[config.mk]
export PLATFORM = sky130hd
export DESIGN_NAME = midi_encoder_move_decoder
export DESIGN_NICKNAME = d
export VERILOG_FILES = /design/src/hw/rtl/mmd_pkg.sv /design/src/hw/rtl/midi_encoder_move_decoder.sv /design/src/hw/rtl/mmd_front.sv /design/src/hw/rtl/mmd_queue.sv /design/src/hw/rtl/mmd_back.sv
export VERILOG_INCLUDE_DIRS = /design/src /design/src/hw/rtl
export SDC_FILE = /design/constraint.sdc
export NUM_CORES = 2
export LEC_CHECK = 0
export ABC_AREA = 1
export BUFFER_PORTS_ARGS = -buffer_cell sky130_fd_sc_hd__buf_4
export CORE_UTILIZATION = 40
export DETAILED_ROUTE_END_ITERATION = 8
export MAX_ROUTING_LAYER = met4
export PLACE_DENSITY = 0.58
export SYNTH_ARGS = -nofsm -noshare
export SYNTH_HDL_FRONTEND = slang
export SYNTH_SLANG_ARGS = --single-unit
[constraint.sdc]
create_clock -name clk -period 6.7 [get_ports clk]
set_clock_uncertainty 0.1 [all_clocks]
set_input_delay 1.005 -clock clk [delete_from_list [all_inputs] [get_ports clk]]
set_output_delay 1.005 -clock clk [all_outputs]
set_load 0.05 [all_outputs]
[src/hw/rtl/midi_encoder_move_decoder_assert.svh]
// Assertion macros shared by the decoder modules; each expects clk and rst in scope.
`ifndef MIDI_ENCODER_MOVE_DECODER_ASSERT_SVH
`define MIDI_ENCODER_MOVE_DECODER_ASSERT_SVH

// Condition that must hold at every edge outside reset
`define MMD_ASSERT_ALWAYS(lbl, c, msg) \
  lbl: assert property (@(posedge clk) disable iff (rst) (c)) else $error(msg);

// Same-cycle implication
`define MMD_ASSERT_IMP(lbl, a, c, msg) \
  lbl: assert property (@(posedge clk) disable iff (rst) (a) |-> (c)) else $error(msg);

// Next-cycle implication
`define MMD_ASSERT_NEXT(lbl, a, c, msg) \
  lbl: assert property (@(posedge clk) disable iff (rst) (a) |=> (c)) else $error(msg);

`endif

[src/hw/rtl/mmd_pkg.sv]
// Shared types and constants of the MIDI encoder move decoder.
package mmd_pkg;

  // Controller store
  localparam int NUM_CTL = 128;
  localparam int CTL_W   = 7;
  localparam int CTL_AW  = (NUM_CTL > 1) ? $clog2(NUM_CTL) : 1;
  localparam int VAL_W   = 7;

  // Request queue between front and back
  localparam int Q_DEPTH = 4;
  localparam int Q_AW    = $clog2(Q_DEPTH);
  localparam int Q_CW    = Q_AW + 1;

  // Port widths
  localparam int S_TDATA_W = 16;
  localparam int S_TUSER_W = 2;
  localparam int M_TDATA_W = 32;
  localparam int MOVE_W    = 21;
  localparam int ENC_W     = 7;
  localparam int DET_W     = 3;
  localparam int CFG_IDX_W = 1;
  localparam int CFG_DAT_W = 7;

  // Commands
  localparam logic [1:0] OP_DECODE  = 2'd0;
  localparam logic [1:0] OP_SET     = 2'd1;
  localparam logic [1:0] OP_FORGET  = 2'd2;
  localparam logic [1:0] OP_RESTART = 2'd3;

  // Configuration register indexes
  localparam logic [CFG_IDX_W-1:0] CFG_START_ENC = 1'b0;
  localparam logic [CFG_IDX_W-1:0] CFG_DETECT    = 1'b1;

  // Relative encoding codes
  localparam logic [ENC_W-1:0] ENC_TWOS = 7'd127;
  localparam logic [ENC_W-1:0] ENC_OFS7 = 7'd63;
  localparam logic [ENC_W-1:0] ENC_SMAG = 7'd33;
  localparam logic [ENC_W-1:0] ENC_OFS5 = 7'd15;
  localparam logic [ENC_W-1:0] ENC_SGN6 = 7'd65;
  localparam logic [ENC_W-1:0] ENC_ABS  = 7'd0;

  localparam logic [DET_W-1:0]  DETECT_RESET = 3'd5;
  localparam logic [MOVE_W-1:0] JUMP_POS     = MOVE_W'(1000000);
  localparam logic [MOVE_W-1:0] JUMP_NEG     = MOVE_W'(-1000000);

  // One classified request
  typedef struct packed {
    logic [1:0]       op;
    logic [CTL_W-1:0] ctl;
    logic [VAL_W-1:0] value;
    logic             stored;
  } item_t;

  // Head of the request queue
  typedef struct packed {
    logic  valid;
    item_t item;
  } q_head_t;

endpackage

[src/hw/rtl/midi_encoder_move_decoder.sv]
// Top level of the MIDI encoder move decoder: front end, request queue, execute stage.
//
//  channel   direction  handshake            payload
//  s_*       in         s_tvalid/s_tready    tdata: controller, value; tuser: command
//  m_*       out        m_tvalid/m_tready    tdata: move, mode_switched, active_encoding
//  cfg_*     in         cfg_valid/cfg_ready  cfg_index, cfg_data
//
// One request per cycle sustained while m_tready stays high. A request goes from its queue
// slot to the execute stage (registered store read), then to the result register on m_tvalid.
// The store read-modify-write per request is covered by forwarding the last write.
// Synchronous reset clears all known positions at once and sets the restart state.
// A four-entry queue absorbs output stalls; s_tready drops only when it is full.
module midi_encoder_move_decoder import mmd_pkg::*; (
  input  logic                 clk,
  input  logic                 rst,
  input  logic                 s_tvalid,
  output logic                 s_tready,
  input  logic [S_TDATA_W-1:0] s_tdata,    // controller[6:0], value[13:7], zero pad
  input  logic [S_TUSER_W-1:0] s_tuser,    // command[1:0]
  output logic                 m_tvalid,
  input  logic                 m_tready,
  output logic [M_TDATA_W-1:0] m_tdata,    // move[20:0], mode_switched[21], active_encoding[28:22]
  input  logic                 cfg_valid,
  output logic                 cfg_ready,
  input  logic [CFG_IDX_W-1:0] cfg_index,
  input  logic [CFG_DAT_W-1:0] cfg_data
);

  logic    q_ready;
  logic    push;
  item_t   push_item;
  logic    pop;
  q_head_t head;

  assign cfg_ready = 1'b1;

  mmd_front u_front (
    .s_tvalid  (s_tvalid),
    .s_tready  (s_tready),
    .s_tdata   (s_tdata),
    .s_tuser   (s_tuser),
    .q_ready   (q_ready),
    .push      (push),
    .push_item (push_item)
  );

  mmd_queue u_queue (
    .clk       (clk),
    .rst       (rst),
    .push      (push),
    .push_item (push_item),
    .q_ready   (q_ready),
    .pop       (pop),
    .head      (head)
  );

  mmd_back u_back (
    .clk       (clk),
    .rst       (rst),
    .head      (head),
    .pop       (pop),
    .cfg_valid (cfg_valid),
    .cfg_index (cfg_index),
    .cfg_data  (cfg_data),
    .m_tvalid  (m_tvalid),
    .m_tready  (m_tready),
    .m_tdata   (m_tdata)
  );

endmodule

[src/hw/rtl/mmd_front.sv]
// Front end: takes input requests, unpacks and classifies them for the queue.
module mmd_front import mmd_pkg::*; (
  input  logic                 s_tvalid,
  output logic                 s_tready,
  input  logic [S_TDATA_W-1:0] s_tdata,  // controller[6:0], value[13:7], zero pad
  input  logic [S_TUSER_W-1:0] s_tuser,  // command[1:0]
  input  logic                 q_ready,
  output logic                 push,
  output item_t                push_item
);

  assign s_tready = q_ready;
  assign push     = s_tvalid && q_ready;

  // Unpack and flag controllers that have a slot in the store
  always_comb begin
    push_item.op     = s_tuser;
    push_item.ctl    = s_tdata[CTL_W-1:0];
    push_item.value  = s_tdata[CTL_W +: VAL_W];
    push_item.stored = ({1'b0, s_tdata[CTL_W-1:0]} < (CTL_W+1)'(NUM_CTL));
  end

endmodule

[src/hw/rtl/mmd_queue.sv]
// Short request queue decoupling the front end from the execute stage.
module mmd_queue import mmd_pkg::*; (
  input  logic    clk,
  input  logic    rst,
  input  logic    push,
  input  item_t   push_item,
  output logic    q_ready,
  input  logic    pop,
  output q_head_t head
);

  item_t           entry [Q_DEPTH];
  logic [Q_AW-1:0] wr_ptr;
  logic [Q_AW-1:0] rd_ptr;
  logic [Q_CW-1:0] count;

  assign q_ready    = (count != Q_CW'(Q_DEPTH));
  assign head.valid = (count != '0);
  assign head.item  = entry[rd_ptr];

  // Storage
  always_ff @(posedge clk) begin
    if (push) begin
      entry[wr_ptr] <= push_item;
    end
  end

  // Pointers and fill level
  always_ff @(posedge clk) begin
    if (rst) begin
      wr_ptr <= '0;
      rd_ptr <= '0;
      count  <= '0;
    end else begin
      if (push) begin
        wr_ptr <= (wr_ptr == Q_AW'(Q_DEPTH - 1)) ? '0 : wr_ptr + 1'b1;
      end
      if (pop) begin
        rd_ptr <= (rd_ptr == Q_AW'(Q_DEPTH - 1)) ? '0 : rd_ptr + 1'b1;
      end
      if (push && !pop) begin
        count <= count + 1'b1;
      end else if (pop && !push) begin
        count <= count - 1'b1;
      end
    end
  end

`include "midi_encoder_move_decoder_assert.svh"
  `MMD_ASSERT_IMP(a_no_pop_empty, pop, count != '0, "queue popped while empty")
  `MMD_ASSERT_IMP(a_no_push_full, push, count != Q_CW'(Q_DEPTH), "queue pushed while full")
  `MMD_ASSERT_ALWAYS(a_count_range, count <= Q_CW'(Q_DEPTH), "queue count out of range")

endmodule

[src/hw/rtl/mmd_back.sv]
// Execute stage: controller store, decode state machine data and result register.
module mmd_back import mmd_pkg::*; (
  input  logic                 clk,
  input  logic                 rst,
  input  q_head_t              head,
  output logic                 pop,
  input  logic                 cfg_valid,
  input  logic [CFG_IDX_W-1:0] cfg_index,
  input  logic [CFG_DAT_W-1:0] cfg_data,
  output logic                 m_tvalid,
  input  logic                 m_tready,
  output logic [M_TDATA_W-1:0] m_tdata
);

  localparam logic [1:0] SIGN_ZERO = 2'd0;
  localparam logic [1:0] SIGN_POS  = 2'd1;
  localparam logic [1:0] SIGN_NEG  = 2'd3;

  // Configuration
  logic [ENC_W-1:0] start_enc;
  logic [DET_W-1:0] detect_cnt;

  // Decode state
  logic [ENC_W-1:0] enc_now, enc_next;
  logic [DET_W-1:0] ident_left, ident_left_next;
  logic [CTL_W-1:0] prev_ctl;
  logic             prev_has;
  logic [VAL_W-1:0] prev_val;
  logic [1:0]       prev_sign, prev_sign_next;

  // Controller store: data in a memory, known flags in flops
  logic [VAL_W-1:0] ram [NUM_CTL];
  logic [VAL_W-1:0] ram_q;
  logic [NUM_CTL-1:0] kp_valid;
  logic             fwd_hit;
  logic [VAL_W-1:0] fwd_data;

  // Execute stage
  logic             ex_valid;
  item_t            ex;
  logic             ex_fire, ex_load;
  logic [CTL_AW-1:0] ex_addr, head_addr;
  logic             ram_we;
  logic             pos_known;
  logic [VAL_W-1:0] last;
  logic [8:0]       rel_mv, diff_raw, dr, ad, ar;
  logic             reverse, is_rel;
  logic [MOVE_W-1:0] ex_move;
  logic             ex_switch;

  // Result register
  logic              out_valid;
  logic [MOVE_W-1:0] out_move;
  logic              out_sw;
  logic [ENC_W-1:0]  out_enc;

  assign ex_fire   = ex_valid && (!out_valid || m_tready);
  assign ex_load   = head.valid && (!ex_valid || ex_fire);
  assign pop       = ex_load;
  assign ex_addr   = ex.ctl[CTL_AW-1:0];
  assign head_addr = head.item.ctl[CTL_AW-1:0];

  assign pos_known = ex.stored && kp_valid[ex_addr];
  assign last      = fwd_hit ? fwd_data : ram_q;

  // Relative decodes
  always_comb begin
    is_rel = 1'b1;
    case (enc_now)
      ENC_TWOS: rel_mv = (ex.value < 7'd65) ? {2'b0, ex.value} : {2'b0, ex.value} - 9'd128;
      ENC_OFS7: rel_mv = {2'b0, ex.value} - 9'd64;
      ENC_SMAG: rel_mv = (ex.value < 7'd32) ? {2'b0, ex.value} : 9'd32 - {2'b0, ex.value};
      ENC_OFS5: rel_mv = {2'b0, ex.value} - 9'd16;
      ENC_SGN6: rel_mv = (ex.value < 7'd64) ? {2'b0, ex.value} : 9'd64 - {2'b0, ex.value};
      default: begin
        rel_mv = '0;
        is_rel = 1'b0;
      end
    endcase
  end

  // Absolute difference with reversal smoothing
  always_comb begin
    diff_raw = {2'b0, ex.value} - {2'b0, last};
    dr       = {2'b0, ex.value} - (prev_has ? {2'b0, prev_val} : 9'h1FF);
    ad       = diff_raw[8] ? 9'd0 - diff_raw : diff_raw;
    ar       = dr[8] ? 9'd0 - dr : dr;
    reverse  = (ex.ctl == prev_ctl) &&
               ((!diff_raw[8] && diff_raw != '0 && prev_sign == SIGN_NEG) ||
                (diff_raw[8] && prev_sign == SIGN_POS));
  end

  // Execute one request
  always_comb begin
    ex_move         = '0;
    ex_switch       = 1'b0;
    enc_next        = enc_now;
    ident_left_next = ident_left;
    prev_sign_next  = prev_sign;
    ram_we          = 1'b0;
    case (ex.op)
      OP_DECODE: begin
        if (is_rel) begin
          ex_move = {{(MOVE_W-9){rel_mv[8]}}, rel_mv};
        end else begin
          ram_we = ex.stored;
          if (pos_known) begin
            if (ident_left != '0) begin
              if (prev_has && ex.value != prev_val) begin
                ident_left_next = '0;
              end else begin
                ident_left_next = ident_left - 1'b1;
                if (ident_left == DET_W'(1)) begin
                  enc_next  = ex.value;
                  ex_switch = 1'b1;
                end
              end
            end else if (ex.value == '0) begin
              ex_move = (last == '0) ? '1 : JUMP_NEG;
            end else if (ex.value == '1) begin
              ex_move = (last == '1) ? MOVE_W'(1) : JUMP_POS;
            end else if (reverse && ad > ar) begin
              ex_move = {{(MOVE_W-9){dr[8]}}, dr};
            end else begin
              ex_move = {{(MOVE_W-9){diff_raw[8]}}, diff_raw};
            end
          end
          if (ex_move == '0) begin
            prev_sign_next = SIGN_ZERO;
          end else if (ex_move[MOVE_W-1]) begin
            prev_sign_next = SIGN_NEG;
          end else begin
            prev_sign_next = SIGN_POS;
          end
        end
      end
      OP_SET: ram_we = ex.stored;
      OP_FORGET: ;
      OP_RESTART: begin
        enc_next        = start_enc;
        ident_left_next = (start_enc != ENC_ABS) ? '0 : detect_cnt;
        prev_sign_next  = SIGN_ZERO;
      end
      default: ;
    endcase
  end

  // Store data and registered read with write forwarding
  always_ff @(posedge clk) begin
    if (ex_fire && ram_we) begin
      ram[ex_addr] <= ex.value;
    end
    if (ex_load) begin
      ram_q    <= ram[head_addr];
      fwd_hit  <= ex_fire && ram_we && (ex_addr == head_addr);
      fwd_data <= ex.value;
    end
  end

  // Execute stage register
  always_ff @(posedge clk) begin
    if (ex_load) begin
      ex <= head.item;
    end
  end

  // Control and decode state
  always_ff @(posedge clk) begin
    if (rst) begin
      start_enc  <= ENC_ABS;
      detect_cnt <= DETECT_RESET;
      enc_now    <= ENC_ABS;
      ident_left <= DETECT_RESET;
      prev_ctl   <= '0;
      prev_has   <= 1'b0;
      prev_val   <= '0;
      prev_sign  <= SIGN_ZERO;
      kp_valid   <= '0;
      ex_valid   <= 1'b0;
      out_valid  <= 1'b0;
    end else begin
      if (cfg_valid) begin
        case (cfg_index)
          CFG_START_ENC: start_enc  <= cfg_data;
          CFG_DETECT:    detect_cnt <= cfg_data[DET_W-1:0];
          default: ;
        endcase
      end
      if (ex_load) begin
        ex_valid <= 1'b1;
      end else if (ex_fire) begin
        ex_valid <= 1'b0;
      end
      if (ex_fire) begin
        out_valid  <= 1'b1;
        enc_now    <= enc_next;
        ident_left <= ident_left_next;
        prev_sign  <= prev_sign_next;
        if (ex.op == OP_RESTART) begin
          kp_valid <= '0;
          prev_ctl <= '0;
          prev_has <= 1'b0;
        end else if (ex.op == OP_DECODE && !is_rel) begin
          prev_ctl <= ex.ctl;
          prev_has <= 1'b1;
          prev_val <= ex.value;
        end
        if (ram_we) begin
          kp_valid[ex_addr] <= 1'b1;
        end else if (ex.op == OP_FORGET && ex.stored) begin
          kp_valid[ex_addr] <= 1'b0;
        end
      end else if (m_tready) begin
        out_valid <= 1'b0;
      end
    end
  end

  // Result payload
  always_ff @(posedge clk) begin
    if (ex_fire) begin
      out_move <= ex_move;
      out_sw   <= ex_switch;
      out_enc  <= enc_next;
    end
  end

  assign m_tvalid = out_valid;
  assign m_tdata  = {(M_TDATA_W-MOVE_W-1-ENC_W)'(0), out_enc, out_sw, out_move};

`include "midi_encoder_move_decoder_assert.svh"
  `MMD_ASSERT_NEXT(a_restart_clears, ex_fire && ex.op == OP_RESTART, kp_valid == '0, "restart left known positions")
  `MMD_ASSERT_NEXT(a_switch_ends_count, ex_fire && ex_switch, ident_left == '0 && enc_now == $past(ex.value), "mode switch did not load encoding")
  `MMD_ASSERT_NEXT(a_set_marks_known, ex_fire && ex.op == OP_SET && ex.stored, kp_valid[$past(ex_addr)], "set position not marked known")

endmodule

==> metrics.csv <==
metric,value,unit
Yosys top cell by area,edfxtp_1,
TritonCTS clock tree,done,
"Period Utilization, post-route",72.1,%
CTS resizes,0,
Vias,36300,
Cell Pwr Density,486,mW/mm²
synth unique cells,48,
TritonCTS Buffers,118,
Layout area overhead,10.9,%
Starting Density,40.3,%
Clock Sinks,1185,
worst hold path class,reg2reg,
reg2reg setup slack,1.87,ns
First DRT Iteration DRCs,3470,
final RePlAce weighted congestion,0.863,
Switching Share,42.0,%
Die Y-Extent,363,µm
"IR drop worst, VDD",0.406,mV
final number of max-transition violations,0,
syn_area_per_cell,10.6,µm²
num rows,132,
Simple-Gate Fraction of Synth Area,14.7,%
WP buf/inv,4,
worst-path fanout max,76,
port bufs,59,
"slowest stage delay, CP",0.72,ns
post-synthesis adder-cell area fraction,1.19,%
Slew @ Worst Pin,1.23,ns
Clock Power Share,24.5,%
crit path DAT,5.25,ns
Die W,363,µm
CP top delay family,buffers and inverters,
ANT cells,0,
DRC Markers,0,
Synth Area in Compound Gates,13.0,%
largest family of logic cells by synthesized area,simple AND/OR/NAND/NOR gates,
cell-internal power,16.3,mW
Post-synth EDFFs,1009,
Synth Area in XOR/XNOR,0.537,%
dominant synthesized flop cell,edfxtp_1,
WL final,139,mm
switching pwr,11.8,mW
crit path max-delay cell type,buf_4,
post-DP HPWL,79.5,mm
fmax,207,MHz
final number of setup-violating endpoints,0,
multi-input combinational cell area,0.0155,mm²
Reg power frac,33.5,%
initial antenna violation count,0,
min Tclk post-route,4.83,ns
multiplexer share of the synthesized area,0,%
register area share after synthesis,64.8,%
Critical Path Start Type,register,
Final TNS setup,0,ns
Root Buffer,clkbuf_16,
Max Cap Viol,0,
GRT Util Overall,21.5,%
setup bufs post-CTS,0,
share of cells above drive strength 1,8.84,%
Worst-path clk slew,0.06,ns
Setup Crit Path Kind,reg2reg,
Yosys top cell area share,58.1,%
global-route wire length before repair,212,mm
Clock Latency Late Sink,0.73,ns
filler instances,12100,
Routed Antenna Nets,0,
full die area,0.132,mm²
Place WS,1.89,ns
Yosys reg bits,1185,
Slew headroom,17.8,%
async set or reset register ratio after synthesis,0,%
CTS Buffer Depth,3,
final global-route overflow total,0,
"Hold-fix buffers, CTS",0,
CP Data Required Time,7.12,ns
Leakage,19.5,nW
Cells after Synth,4906,
# IOs,66,
utilization after layout,44.7,%
CTS H-Tree Depth,3,
vias per inst,5.44,
status,finished clean,
register area,0.0338,mm²
nature of the critical path endpoint,register,
combinational share of power,42.0,%
yosys warns,0,
largest net degree at the start of global routing,184,
Avg WL per Cell,20.9,µm
Core Area,0.129,mm²
top post-synthesis cells by area,"edfxtp_1 (58%), dfxtp_1 (6.8%), nor2_1 (6.6%)",
"Cell Area, Synth",0.0522,mm²
RSZ-0062 raised after global routing,false,
drt pass-1 iters,6,
Hold Fails Final Rpt,0,
Cells after DPL,6443,
crit path cell chain,"buf_4, inv_2, nand2_1, nand3_1, nand2_8, buf_4, buf_4, nor2_1, o32ai_1, o211ai_1, nand3_1, nand3_1, a31oi_1",
Finished Layout Cells,6665,
vias in the first global route,34700,
setup ws final,1.87,ns
nets@finish,4900,
-- per-stage QoR --
stage / hold slack [ns] / total power [mW] / cell area (µm²)
5_1_grt: 0.355 / 29.6 / 57900
6_report: 0.375 / 28.2 / 57900
2_1_floorplan: 0.330 / 17.4 / 52200
3_3_place_gp: 0.360 / 21.3 / 53800
3_5_place_dp: 0.364 / 21.4 / 53800
4_1_cts: 0.319 / 28.3 / 57900
-- flip-flops by register name (all words and copies together), names as in the netlist, 9 cells and up, named ones only --
signal           flops
u_back.ram         896
u_back.kp_valid    128
u_queue.entry       64
u_back.out_move     10
u_back.ex            9
-- Yosys cell counts, types with 3 or more instances --
cell type and n:
clkbuf_1 168, clkinv_1 4, nand3_1 143, a21oi_2 4, o311ai_0 18, edfxtp_1 1009, nand2_2 3, or2_2 106
a31oi_1 11, o32ai_1 58, nand2_1 684, o211ai_1 357, xnor2_1 6, inv_1 346, nand4_1 9, o21ai_1 30
buf_2 101, a211oi_1 4, o21ai_0 332, nor3_1 20, o311ai_1 52, nor2_1 919, buf_6 16, ha_1 45
xor2_1 26, fa_1 3, buf_1 5, inv_2 7, buf_4 35, a21oi_1 141, dfxtp_1 176, nor4_1 4
o22ai_1 42
-- metal layers --
metal  wire length [µm]  vias up  share of wire (%)  global-route usage (%)
met2              64600     1164                 46                    33.6
met4               4290        0                3.1                    7.72
met1              62100    17800                 45                    28.8
li1                   -    17100                  -                       -
met3               8200      220                5.9                    2.68
met5                  0        -                  0                       -
-- layout make-up --
type / count / share of cell area [%]
flip-flops and latches: 1185 / 58.4
multi-input cells: 3041 / 26.7
clock buffers: 169 / 5.92
well taps: 1742 / 3.77
inverters: 359 / 2.37
repair buffers: 116 / 1.72
clock inverters: 53 / 1.07
-- power groups by stage --
stage	combinational, mW	sequential, mW	clock (mW)
6_report	11.8	9.43	6.88
5_1_grt	12.9	9.47	7.27
4_1_cts	11.8	9.43	7.00
3_5_place_dp	11.8	9.58	0
3_3_place_gp	11.7	9.58	0
2_1_floorplan	7.28	10.2	0
-- cells in the final DEF, fill, tap and decap left out, drive strengths merged, types with 2 or more instances in the layout --
master    synthesis  layout
buf             157     116
o21ai           362     362
bufinv            0      13
o22ai            42      42
xnor2             6       6
a211oi            4       4
nor4              5       5
or2             106     106
o32ai            58      58
a31oi            11      11
a21oi           145     145
xor2             26      26
o21a              2       2
edfxtp         1009    1009
clkbuf          168     169
o211ai          357     357
a221oi            2       2
clkinvlp          0       3
nand4             9       9
nor2            921     921
o31ai             2       2
nand3           145     145
ha               45      45
nor3             20      20
inv             355     358
clkinv            4      38
dfxtp           176     176
conb              2       6
o311ai           70      70
fa                3       3
nand2           689     689
-- path summary, 6_finish.rpt --
kind                                    start                                to  cells after the start
max                                  register         u_back.ram_q[3]$_DFFE_PP_                     13
min          u_back.prev_sign[1]$_SDFFE_PP0P_  u_back.prev_sign[1]$_SDFFE_PP0P_                      2
max reg2reg                          register         u_back.ram_q[3]$_DFFE_PP_                     13
min reg2reg  u_back.prev_sign[1]$_SDFFE_PP0P_  u_back.prev_sign[1]$_SDFFE_PP0P_                      2
-- worst reg2reg max path, delay by kind of cell (launching register included) --
family | cells | cell delay [ns]
simple gates | 6 | 1.27
buf+inv | 4 | 2.00
compound gates | 3 | 0.94
flops | 1 | 0.31
-- logic make-up (layout without fill, tap and decap cells) --
| logic type | after synthesis | in the layout |
|---|---|---|
| other cells | 2 | 6 |
| xor+xnor | 32 | 32 |
| flops | 1185 | 1185 |
| simple gates | 1895 | 1895 |
| compound gates | 1060 | 1060 |
| fa+ha+maj | 48 | 48 |
| buf+inv | 684 | 697 |
Note: power is estimated with default switching activity, not from simulation.
